[config.mk]
export PLATFORM = sky130hd
export DESIGN_NAME = aging_slot_allocator
export DESIGN_NICKNAME = d
export VERILOG_FILES = /design/src/rtl/core/asa_pkg.sv /design/src/rtl/core/aging_slot_allocator.sv /design/src/rtl/core/asa_age_store.sv /design/src/rtl/core/asa_value_store.sv
export SDC_FILE = /design/constraint.sdc
export NUM_CORES = 2
export LEC_CHECK = 0
export ABC_CLOCK_PERIOD_IN_PS = 4700
export BUFFER_PORTS_ARGS = -buffer_cell sky130_fd_sc_hd__buf_2
export CAP_MARGIN = 15
export CORE_MARGIN = 3
export CORE_UTILIZATION = 45
export CTS_BUF_LIST = sky130_fd_sc_hd__clkbuf_16
export DETAILED_ROUTE_END_ITERATION = 8
export GPL_TIMING_DRIVEN = 0
export PLACE_DENSITY = 0.73
export SYNTH_ARGS = -nofsm -noshare
export SYNTH_HDL_FRONTEND = slang
export SYNTH_SLANG_ARGS = --single-unit
[constraint.sdc]
create_clock -name clock -period 4.7 [get_ports clock]
set_input_delay 0.705 -clock clock [delete_from_list [all_inputs] [get_ports clock]]
set_output_delay 0.705 -clock clock [all_outputs]
set_load 0.05 [all_outputs]
[src/rtl/core/asa_pkg.sv]
// Shared types and constants for the aging slot allocator.
// Used by every module under rtl/core; depends on nothing else.
package asa_pkg;

   localparam int VALUE_W = 32;
   localparam int AGE_W   = 16;

   localparam logic [AGE_W-1:0] AGE_MAX = '1;

   // Request mode codes.
   localparam logic [1:0] MODE_PUSH  = 2'd0;
   localparam logic [1:0] MODE_WATCH = 2'd1;
   localparam logic [1:0] MODE_TICK  = 2'd2;

   // Response status codes.
   localparam logic [1:0] STATUS_OK    = 2'd0;
   localparam logic [1:0] STATUS_FULL  = 2'd1;
   localparam logic [1:0] STATUS_EMPTY = 2'd2;

   typedef struct packed {
      logic [1:0]                mode;
      logic signed [VALUE_W-1:0] push_value;
      logic [4:0]                slot_index;
   } req_word_type;

   typedef struct packed {
      logic [1:0]                status;
      logic [4:0]                result_index;
      logic signed [VALUE_W-1:0] result_value;
   } rsp_word_type;

   // Update applied by the age count unit; the increment and decrement act on the count last read.
   typedef enum logic [1:0] {
      AGE_CLEAR,
      AGE_SET_ONE,
      AGE_INC,
      AGE_DEC
   } age_op_type;

   typedef struct packed {
      logic       rd_en;
      logic       wr_en;
      age_op_type op;
   } age_ctl_type;

   typedef struct packed {
      logic is_free;
   } age_stat_type;

endpackage

[src/rtl/core/aging_slot_allocator.sv]
// Top level of the aging slot allocator: sequencer, free pointer and response register.
// Depends on asa_pkg, asa_age_store and asa_value_store.
//
// The allocator keeps SLOTS slots, each with a 32-bit value and a 16-bit age count held in
// two single-port-read, single-port-write memories; a count of zero marks a free slot. A
// push word scans the counts cyclically from the free pointer, one slot per cycle, stores
// the value in the first free slot with a count of one, and carries on in the same pass to
// find the next free slot, which becomes the new pointer. A watch word reads one slot and
// raises its count if it is nonzero, saturating at the maximum; a tick word walks every
// slot and lowers each nonzero count by one. The block handles one request word at a
// time: a push or a tick reads one count per cycle through the count memory's single
// read port, a watch of an index beyond the table skips the memory read, and the unused
// mode goes straight to the response. A push stops early once the next free slot has
// been found. After reset the count memory is cleared in a pass over every slot, during
// which req_ready stays low.
// Finished response words wait in an output register, so a new request word may be
// accepted while the previous response is still held by a stalled consumer.
module aging_slot_allocator #(
   parameter int SLOTS = 32
) (
   input  logic                  clock,
   input  logic                  reset,
   input  logic                  req_valid,
   output logic                  req_ready,
   input  asa_pkg::req_word_type req_word,
   output logic                  rsp_valid,
   input  logic                  rsp_ready,
   output asa_pkg::rsp_word_type rsp_word
);
   import asa_pkg::*;

   localparam int IDX_W = $clog2(SLOTS);
   localparam int CNT_W = $clog2(SLOTS + 1);
   localparam logic [IDX_W-1:0] LAST_SLOT  = IDX_W'(SLOTS - 1);
   localparam logic [CNT_W-1:0] SLOT_COUNT = CNT_W'(SLOTS);
   localparam logic [CNT_W-1:0] LAST_CHECK = CNT_W'(SLOTS - 1);
   localparam logic [31:0]      SLOTS_U    = 32'(SLOTS);

   typedef enum logic [2:0] {
      ST_CLEAR,
      ST_IDLE,
      ST_PUSH,
      ST_WATCH_RD,
      ST_WATCH_CHK,
      ST_TICK,
      ST_FINISH
   } state_type;

   state_type    state_ff, state_in;
   logic [IDX_W-1:0] ptr_ff, ptr_in;
   logic [IDX_W-1:0] issue_ptr_ff, issue_ptr_in;
   logic [CNT_W-1:0] issue_cnt_ff, issue_cnt_in;
   logic             chk_valid_ff, chk_valid_in;
   logic [IDX_W-1:0] chk_addr_ff, chk_addr_in;
   logic [CNT_W-1:0] chk_cnt_ff, chk_cnt_in;
   logic             found_ff, found_in;
   logic [IDX_W-1:0] slot_ff, slot_in;
   req_word_type     req_ff, req_in;
   rsp_word_type     res_ff, res_in;
   logic             rsp_valid_ff, rsp_valid_in;
   rsp_word_type     rsp_word_ff, rsp_word_in;

   age_ctl_type      age_ctl;
   age_stat_type     age_stat;
   logic [IDX_W-1:0] age_rd_addr;
   logic [IDX_W-1:0] age_wr_addr;
   logic             val_wr_en;
   logic             val_rd_en;
   logic signed [VALUE_W-1:0] val_rd_data;

   logic [IDX_W+4:0] watch_wide;
   logic [IDX_W-1:0] watch_addr;
   logic             watch_ok;
   logic             issue_more;
   logic             last_check;

   function automatic logic [IDX_W-1:0] wrap_inc(input logic [IDX_W-1:0] a);
      return (a == LAST_SLOT) ? '0 : a + 1'b1;
   endfunction

   // The response index is the slot number taken modulo 32.
   function automatic logic [4:0] index5(input logic [IDX_W-1:0] a);
      logic [IDX_W+4:0] wide;
      wide = {5'b0, a};
      return wide[4:0];
   endfunction

   // A watch of an index beyond the table is answered as an empty slot.
   assign watch_wide = {{IDX_W{1'b0}}, req_ff.slot_index};
   assign watch_addr = watch_wide[IDX_W-1:0];
   assign watch_ok   = ({27'b0, req_ff.slot_index} < SLOTS_U);
   assign issue_more = (issue_cnt_ff != SLOT_COUNT);
   assign last_check = (chk_cnt_ff == LAST_CHECK);

   always_comb begin
      state_in     = state_ff;
      ptr_in       = ptr_ff;
      issue_ptr_in = issue_ptr_ff;
      issue_cnt_in = issue_cnt_ff;
      chk_valid_in = 1'b0;
      chk_addr_in  = chk_addr_ff;
      chk_cnt_in   = chk_cnt_ff;
      found_in     = found_ff;
      slot_in      = slot_ff;
      req_in       = req_ff;
      res_in       = res_ff;
      rsp_valid_in = rsp_valid_ff;
      rsp_word_in  = rsp_word_ff;

      age_ctl      = '{rd_en: 1'b0, wr_en: 1'b0, op: AGE_CLEAR};
      age_rd_addr  = issue_ptr_ff;
      age_wr_addr  = chk_addr_ff;
      val_wr_en    = 1'b0;
      val_rd_en    = 1'b0;

      if (rsp_valid_ff && rsp_ready) begin
         rsp_valid_in = 1'b0;
      end

      case (state_ff)
         ST_CLEAR: begin
            // Zero one count per cycle so that every slot starts free.
            age_ctl.wr_en = 1'b1;
            age_ctl.op    = AGE_CLEAR;
            age_wr_addr   = issue_ptr_ff;
            issue_ptr_in  = wrap_inc(issue_ptr_ff);
            if (issue_ptr_ff == LAST_SLOT) begin
               issue_ptr_in = '0;
               state_in     = ST_IDLE;
            end
         end
         ST_IDLE: begin
            if (req_valid) begin
               req_in       = req_word;
               res_in       = '0;
               issue_ptr_in = (req_word.mode == MODE_PUSH) ? ptr_ff : '0;
               issue_cnt_in = '0;
               chk_cnt_in   = '0;
               found_in     = 1'b0;
               case (req_word.mode)
                  MODE_PUSH:  state_in = ST_PUSH;
                  MODE_WATCH: state_in = ST_WATCH_RD;
                  MODE_TICK:  state_in = ST_TICK;
                  default:    state_in = ST_FINISH;
               endcase
            end
         end
         ST_PUSH, ST_TICK: begin
            // Each read is issued in the cycle before the check of its returned count.
            if (issue_more) begin
               age_ctl.rd_en = 1'b1;
               issue_ptr_in  = wrap_inc(issue_ptr_ff);
               issue_cnt_in  = issue_cnt_ff + 1'b1;
               chk_valid_in  = 1'b1;
               chk_addr_in   = issue_ptr_ff;
            end
            if (chk_valid_ff) begin
               chk_cnt_in = chk_cnt_ff + 1'b1;
               if (state_ff == ST_TICK) begin
                  age_ctl.wr_en = 1'b1;
                  age_ctl.op    = AGE_DEC;
                  if (last_check) begin
                     state_in = ST_FINISH;
                  end
               end else if (!found_ff) begin
                  if (age_stat.is_free) begin
                     // First free slot: claim it and keep scanning for the next one.
                     found_in            = 1'b1;
                     slot_in             = chk_addr_ff;
                     age_ctl.wr_en       = 1'b1;
                     age_ctl.op          = AGE_SET_ONE;
                     val_wr_en           = 1'b1;
                     res_in.result_index = index5(chk_addr_ff);
                     if (last_check) begin
                        ptr_in   = wrap_inc(chk_addr_ff);
                        state_in = ST_FINISH;
                     end
                  end else if (last_check) begin
                     res_in.status = STATUS_FULL;
                     state_in      = ST_FINISH;
                  end
               end else if (age_stat.is_free) begin
                  ptr_in   = chk_addr_ff;
                  state_in = ST_FINISH;
               end else if (last_check) begin
                  // No other free slot: the pointer moves just past the slot written.
                  ptr_in   = wrap_inc(slot_ff);
                  state_in = ST_FINISH;
               end
            end
         end
         ST_WATCH_RD: begin
            if (watch_ok) begin
               age_ctl.rd_en = 1'b1;
               age_rd_addr   = watch_addr;
               val_rd_en     = 1'b1;
               state_in      = ST_WATCH_CHK;
            end else begin
               res_in.status = STATUS_EMPTY;
               state_in      = ST_FINISH;
            end
         end
         ST_WATCH_CHK: begin
            if (age_stat.is_free) begin
               res_in.status = STATUS_EMPTY;
            end else begin
               age_ctl.wr_en       = 1'b1;
               age_ctl.op          = AGE_INC;
               age_wr_addr         = watch_addr;
               res_in.result_value = val_rd_data;
            end
            state_in = ST_FINISH;
         end
         ST_FINISH: begin
            if (!rsp_valid_ff || rsp_ready) begin
               rsp_valid_in = 1'b1;
               rsp_word_in  = res_ff;
               state_in     = ST_IDLE;
            end
         end
         default: begin
            state_in = ST_IDLE;
         end
      endcase
   end

   always_ff @(posedge clock) begin
      if (reset) begin
         state_ff     <= ST_CLEAR;
         ptr_ff       <= '0;
         issue_ptr_ff <= '0;
         issue_cnt_ff <= '0;
         chk_valid_ff <= 1'b0;
         chk_cnt_ff   <= '0;
         found_ff     <= 1'b0;
         rsp_valid_ff <= 1'b0;
      end else begin
         state_ff     <= state_in;
         ptr_ff       <= ptr_in;
         issue_ptr_ff <= issue_ptr_in;
         issue_cnt_ff <= issue_cnt_in;
         chk_valid_ff <= chk_valid_in;
         chk_cnt_ff   <= chk_cnt_in;
         found_ff     <= found_in;
         rsp_valid_ff <= rsp_valid_in;
      end
      chk_addr_ff <= chk_addr_in;
      slot_ff     <= slot_in;
      req_ff      <= req_in;
      res_ff      <= res_in;
      rsp_word_ff <= rsp_word_in;
   end

   asa_age_store #(
      .SLOTS (SLOTS)
   ) u_age_store (
      .clock   (clock),
      .ctl     (age_ctl),
      .rd_addr (age_rd_addr),
      .wr_addr (age_wr_addr),
      .stat    (age_stat)
   );

   asa_value_store #(
      .SLOTS (SLOTS)
   ) u_value_store (
      .clock   (clock),
      .wr_en   (val_wr_en),
      .wr_addr (chk_addr_ff),
      .wr_data (req_ff.push_value),
      .rd_en   (val_rd_en),
      .rd_addr (watch_addr),
      .rd_data (val_rd_data)
   );

   assign req_ready = (state_ff == ST_IDLE);
   assign rsp_valid = rsp_valid_ff;
   assign rsp_word  = rsp_word_ff;

endmodule

[src/rtl/core/asa_age_store.sv]
// Age count memory of the aging slot allocator with its shared count update unit.
// Depends on asa_pkg.
module asa_age_store #(
   parameter int SLOTS = 32
) (
   input  logic                       clock,
   input  asa_pkg::age_ctl_type       ctl,
   input  logic [$clog2(SLOTS)-1:0]   rd_addr,
   input  logic [$clog2(SLOTS)-1:0]   wr_addr,
   output asa_pkg::age_stat_type      stat
);
   import asa_pkg::*;

   logic [AGE_W-1:0] counts_ff [SLOTS];
   logic [AGE_W-1:0] rd_data_ff;
   logic [AGE_W-1:0] wr_data;
   logic [AGE_W-1:0] delta;
   logic             hold;

   // One incrementer serves both the watch increment and the tick decrement;
   // it holds at the saturation limits.
   always_comb begin
      delta = (ctl.op == AGE_INC) ? AGE_W'(1) : '1;
      hold  = ((ctl.op == AGE_INC) && (rd_data_ff == AGE_MAX)) ||
              ((ctl.op == AGE_DEC) && (rd_data_ff == '0));
      case (ctl.op)
         AGE_CLEAR:   wr_data = '0;
         AGE_SET_ONE: wr_data = AGE_W'(1);
         AGE_INC,
         AGE_DEC:     wr_data = hold ? rd_data_ff : rd_data_ff + delta;
         default:     wr_data = '0;
      endcase
   end

   always_ff @(posedge clock) begin
      if (ctl.wr_en) begin
         counts_ff[wr_addr] <= wr_data;
      end
      if (ctl.rd_en) begin
         rd_data_ff <= counts_ff[rd_addr];
      end
   end

   assign stat.is_free = (rd_data_ff == '0);

endmodule

[src/rtl/core/asa_value_store.sv]
// Slot value memory of the aging slot allocator.
// Depends on asa_pkg.
module asa_value_store #(
   parameter int SLOTS = 32
) (
   input  logic                               clock,
   input  logic                               wr_en,
   input  logic [$clog2(SLOTS)-1:0]           wr_addr,
   input  logic signed [asa_pkg::VALUE_W-1:0] wr_data,
   input  logic                               rd_en,
   input  logic [$clog2(SLOTS)-1:0]           rd_addr,
   output logic signed [asa_pkg::VALUE_W-1:0] rd_data
);
   import asa_pkg::*;

   logic signed [VALUE_W-1:0] values_ff [SLOTS];
   logic signed [VALUE_W-1:0] rd_data_ff;

   always_ff @(posedge clock) begin
      if (wr_en) begin
         values_ff[wr_addr] <= wr_data;
      end
      if (rd_en) begin
         rd_data_ff <= values_ff[rd_addr];
      end
   end

   assign rd_data = rd_data_ff;

endmodule
==> flow_summary.json <==
{
  "intPower_mw": 24.17,
  "ys_types": 75,
  "power.total_mw": 30.51,
  "period_share_pct": 97.05,
  "ant_nets": 0,
  "clk_pin_slew_worst_paths_ns": 0.06,
  "hp-class": "input pin to flip-flop",
  "worstPathMaxFanout": 18,
  "critPathCaptureType": "flip-flop",
  "gp_congestion": 0.9113,
  "area_delta_synth_final_pct": 15.38,
  "die_y_um": 395.4,
  "cts_max_level": 4,
  "max_freq_mhz": 219.2,
  "grt_pass1_vias": 36952,
  "postPlaceCellArea_sq_um": 73210,
  "synthArstFlopShare_pct": 0,
  "viasPerCell": 6.198,
  "final_layout_size_suffix_gt1_share_pct": 24.05,
  "pre_cts_slack_ns": -0.2675,
  "ys_seq_elements": 1737,
  "postSynthCellCount": 3503,
  "fin_nets": 3928,
  "path_class": "flip-flop to flip-flop",
  "setup_viol": 0,
  "dp.cells": 5684,
  "syn_area_sq_um": 68220,
  "drtIter0Drc": 5933,
  "rows": 142,
  "cap_violations": 0,
  "totalWireLength_mm": 182.0,
  "remaining_drc_errors": 0,
  "fin_ws_ns": 0.1389,
  "wl_per_cell_um": 30.33,
  "cts_tree": "built",
  "leakagePower_nw": 25.54,
  "status": "finished, final reports clean",
  "dpl.hpwl_mm": 119.2,
  "finalNonFillerCells": 6001,
  "multi_input_area_sq_um": 15680,
  "clk_latency_ns": 0.81,
  "power_density_nw_per_um2": 387.7,
  "utilization_pct": 52.43,
  "grt_pass1_wl_mm": 262.2,
  "start_kind": "flip-flop",
  "numCtsBuffers": 169,
  "grt_setup_unrepaired": "no",
  "hold_viol": 0,
  "synth_top_area_cell": "edfxtp_1",
  "regArea_sq_um": 51880,
  "ys.warnings.count": 0,
  "synthTopCellsByArea": "edfxtp_1 (75%), mux4_2 (11%), mux2i_1 (2.5%), nand2_1 (1.5%), dfxtp_1 (0.82%)",
  "fin_tns_setup_ns": 0,
  "portBuffers": 82,
  "clock-sinks": 1737,
  "yosysMostFrequentCell": "edfxtp_1",
  "die_area_sq_um": 156300,
  "tightest_slew_ns": 1.289,
  "root_buffer": "clkbuf_16",
  "reg2reg_setup_slack_ns": 0.14,
  "holdWs_ns": 0.06971,
  "switchingPower_mw": 6.349,
  "synth_nets": 3582,
  "synth_top_flop_cell": "edfxtp_1",
  "pin_count": 84,
  "netlist_top_cells_count": "edfxtp_1 (1,709), mux4_2 (326), nand2_1 (278)",
  "post_synth.cell_area_avg_sq_um": 19.47,
  "p_clk_share_pct": 42.6,
  "cts_buffer_depth": 3,
  "coreArea_sq_um": 150100,
  "sw_frac_of_total_pct": 20.81,
  "grt_max_degree": 33,
  "p_comb_share_pct": 2.3,
  "start_util_pct": 45.44,
  "synth.yosys.seq_area_share_pct": 76.05,
  "vias": 37193,
  "vdd.ir_drop.worst_mv": 0.3826,
  "crit_arrival_ns": 5.04,
  "cp.required_ns": 5.18,
  "finClkSkew_ns": 0.06625,
  "netlist.area_leader.share_pct": 75.23,
  "track_usage_pct": 23.19,
  "die_w_um": 395.4,
  "n_fill_cell": 11324,
  "seq_power_share_pct": 55.2,
  "drv_slew": 0,
  "relSlewSlack_pct": 14.06,
  "period_needed_ns": 4.561,
  "drt_pass1_iterations": 6,
  "synth-edff-count": 1709,
  "antenna_found_initial": 10,
  "gr-total-overflow": 0,
  "final_cell_area_sq_um": 78710
}
repair_timing:
item                       in CTS  in global routing
hold buffers                    0                  0
pin swaps                       5                  1
setup buffers                   6                  1
gates resized for setup         2                  6
setup endpoints to repair     172                170
cell usage in the layout, fill, tap and decap left out, types with 14 or more instances in the layout:
cell type  synthesis  routed
edfxtp_1        1709    1709
mux4_2           326     326
nand2_1          278     276
clkbuf_16          0     171
mux2i_1          169     169
buf_2             59     142
inv_1             43      86
nand3_1           82      82
clkbuf_1          81      80
nor2_1           128      62
a211oi_1          62      60
a21oi_1           63      55
and3_1            44      44
mux2_2            43      43
buf_12             0      39
nor2_4             0      36
ha_1              35      35
clkinv_1           0      35
nand4_1           30      30
nor2_2             0      30
dfxtp_1           28      28
clkinv_2           0      25
buf_4             19      24
buf_8              0      23
o22ai_1           21      21
a311oi_1          21      21
buf_16             0      21
o21ai_0           19      19
a31oi_1           17      16
buf_6             12      16
buf_1             16      16
a21o_1            15      15
a32oi_1           14      14
xor2_1            14      14
state kept, by name (all words and copies together) (netlist names):
signal                   cells
res_ff                      39
state_ff                     3
chk_cnt_ff                   6
u_value_store.rd_data       32
slot_ff                      5
u_age_store.rd_data_ff      16
u_value_store.values_ff   1024
u_age_store.counts_ff      512
chk_valid_ff                 1
req_ff                      32
rsp_word                    39
issue_cnt_ff                 6
chk_addr_ff                  5
watch_addr                   5
ptr_ff                       5
issue_ptr_ff                 5
rsp_valid                    1
found_ff                     1
final timing paths:
path	start	to	cells past startpoint
max	u_age_store.rd_data_ff[1]$_DFFE_PP_	u_value_store.values_ff[11][15]$_DFFE_PP_	7
max reg2reg	u_age_store.rd_data_ff[1]$_DFFE_PP_	u_value_store.values_ff[11][15]$_DFFE_PP_	7
min reg2reg	res_ff[33]$_SDFFCE_PN0P_	rsp_word[33]$_DFFE_PP_	0
min	req_word[28]	req_ff[28]$_DFFE_PP_	1
worst max-delay path, cell delays in order (launching register included):
cell	delay, ns
edfxtp_1	0.48
nor4_1	0.57
nand4_1	0.40
clkbuf_1	0.41
nor3_4	0.58
nand2_1	0.65
nor2_4	0.83
buf_12	0.29
routing by layer:
layer	routed length [um]	GRT usage (%)
met4	8026	9.749
met3	21460	5.628
met5	105	0
met2	82960	35.03
met1	69440	32.49
cell type report:
type / instances / share of cell area (%)
sequential: 1737 / 65.91
multi-input combinational: 1535 / 19.92
clock buffer: 171 / 5.437
tap: 2016 / 3.205
timing repair buffer: 175 / 2.798
clock inverter: 135 / 1.315
buffer: 187 / 1.199
inverter: 44 / 0.2098
antenna: 1 / 0.003179
power by group through the flow:
stage	clock network, mW	logic, mW	registers, mW
detailed placement	0	0.666	17.2
finish	13.0	0.693	16.8
floorplan	0	0.360	17.2
global route	13.7	0.710	16.8
CTS	13.1	0.669	16.8
global placement	0	0.628	17.2
kinds of logic after synthesis:
family,share of synthesized area (%)
buffers and inverters,1.616
flip-flops,76.05
AO/OA/AOI/OAI,3.147
multiplexers,13.98
adder cells (fa/ha/maj),0.6713
XOR/XNOR,0.2568
AND/OR/NAND/NOR,4.275
Note: power is estimated with default switching activity, not from simulation.
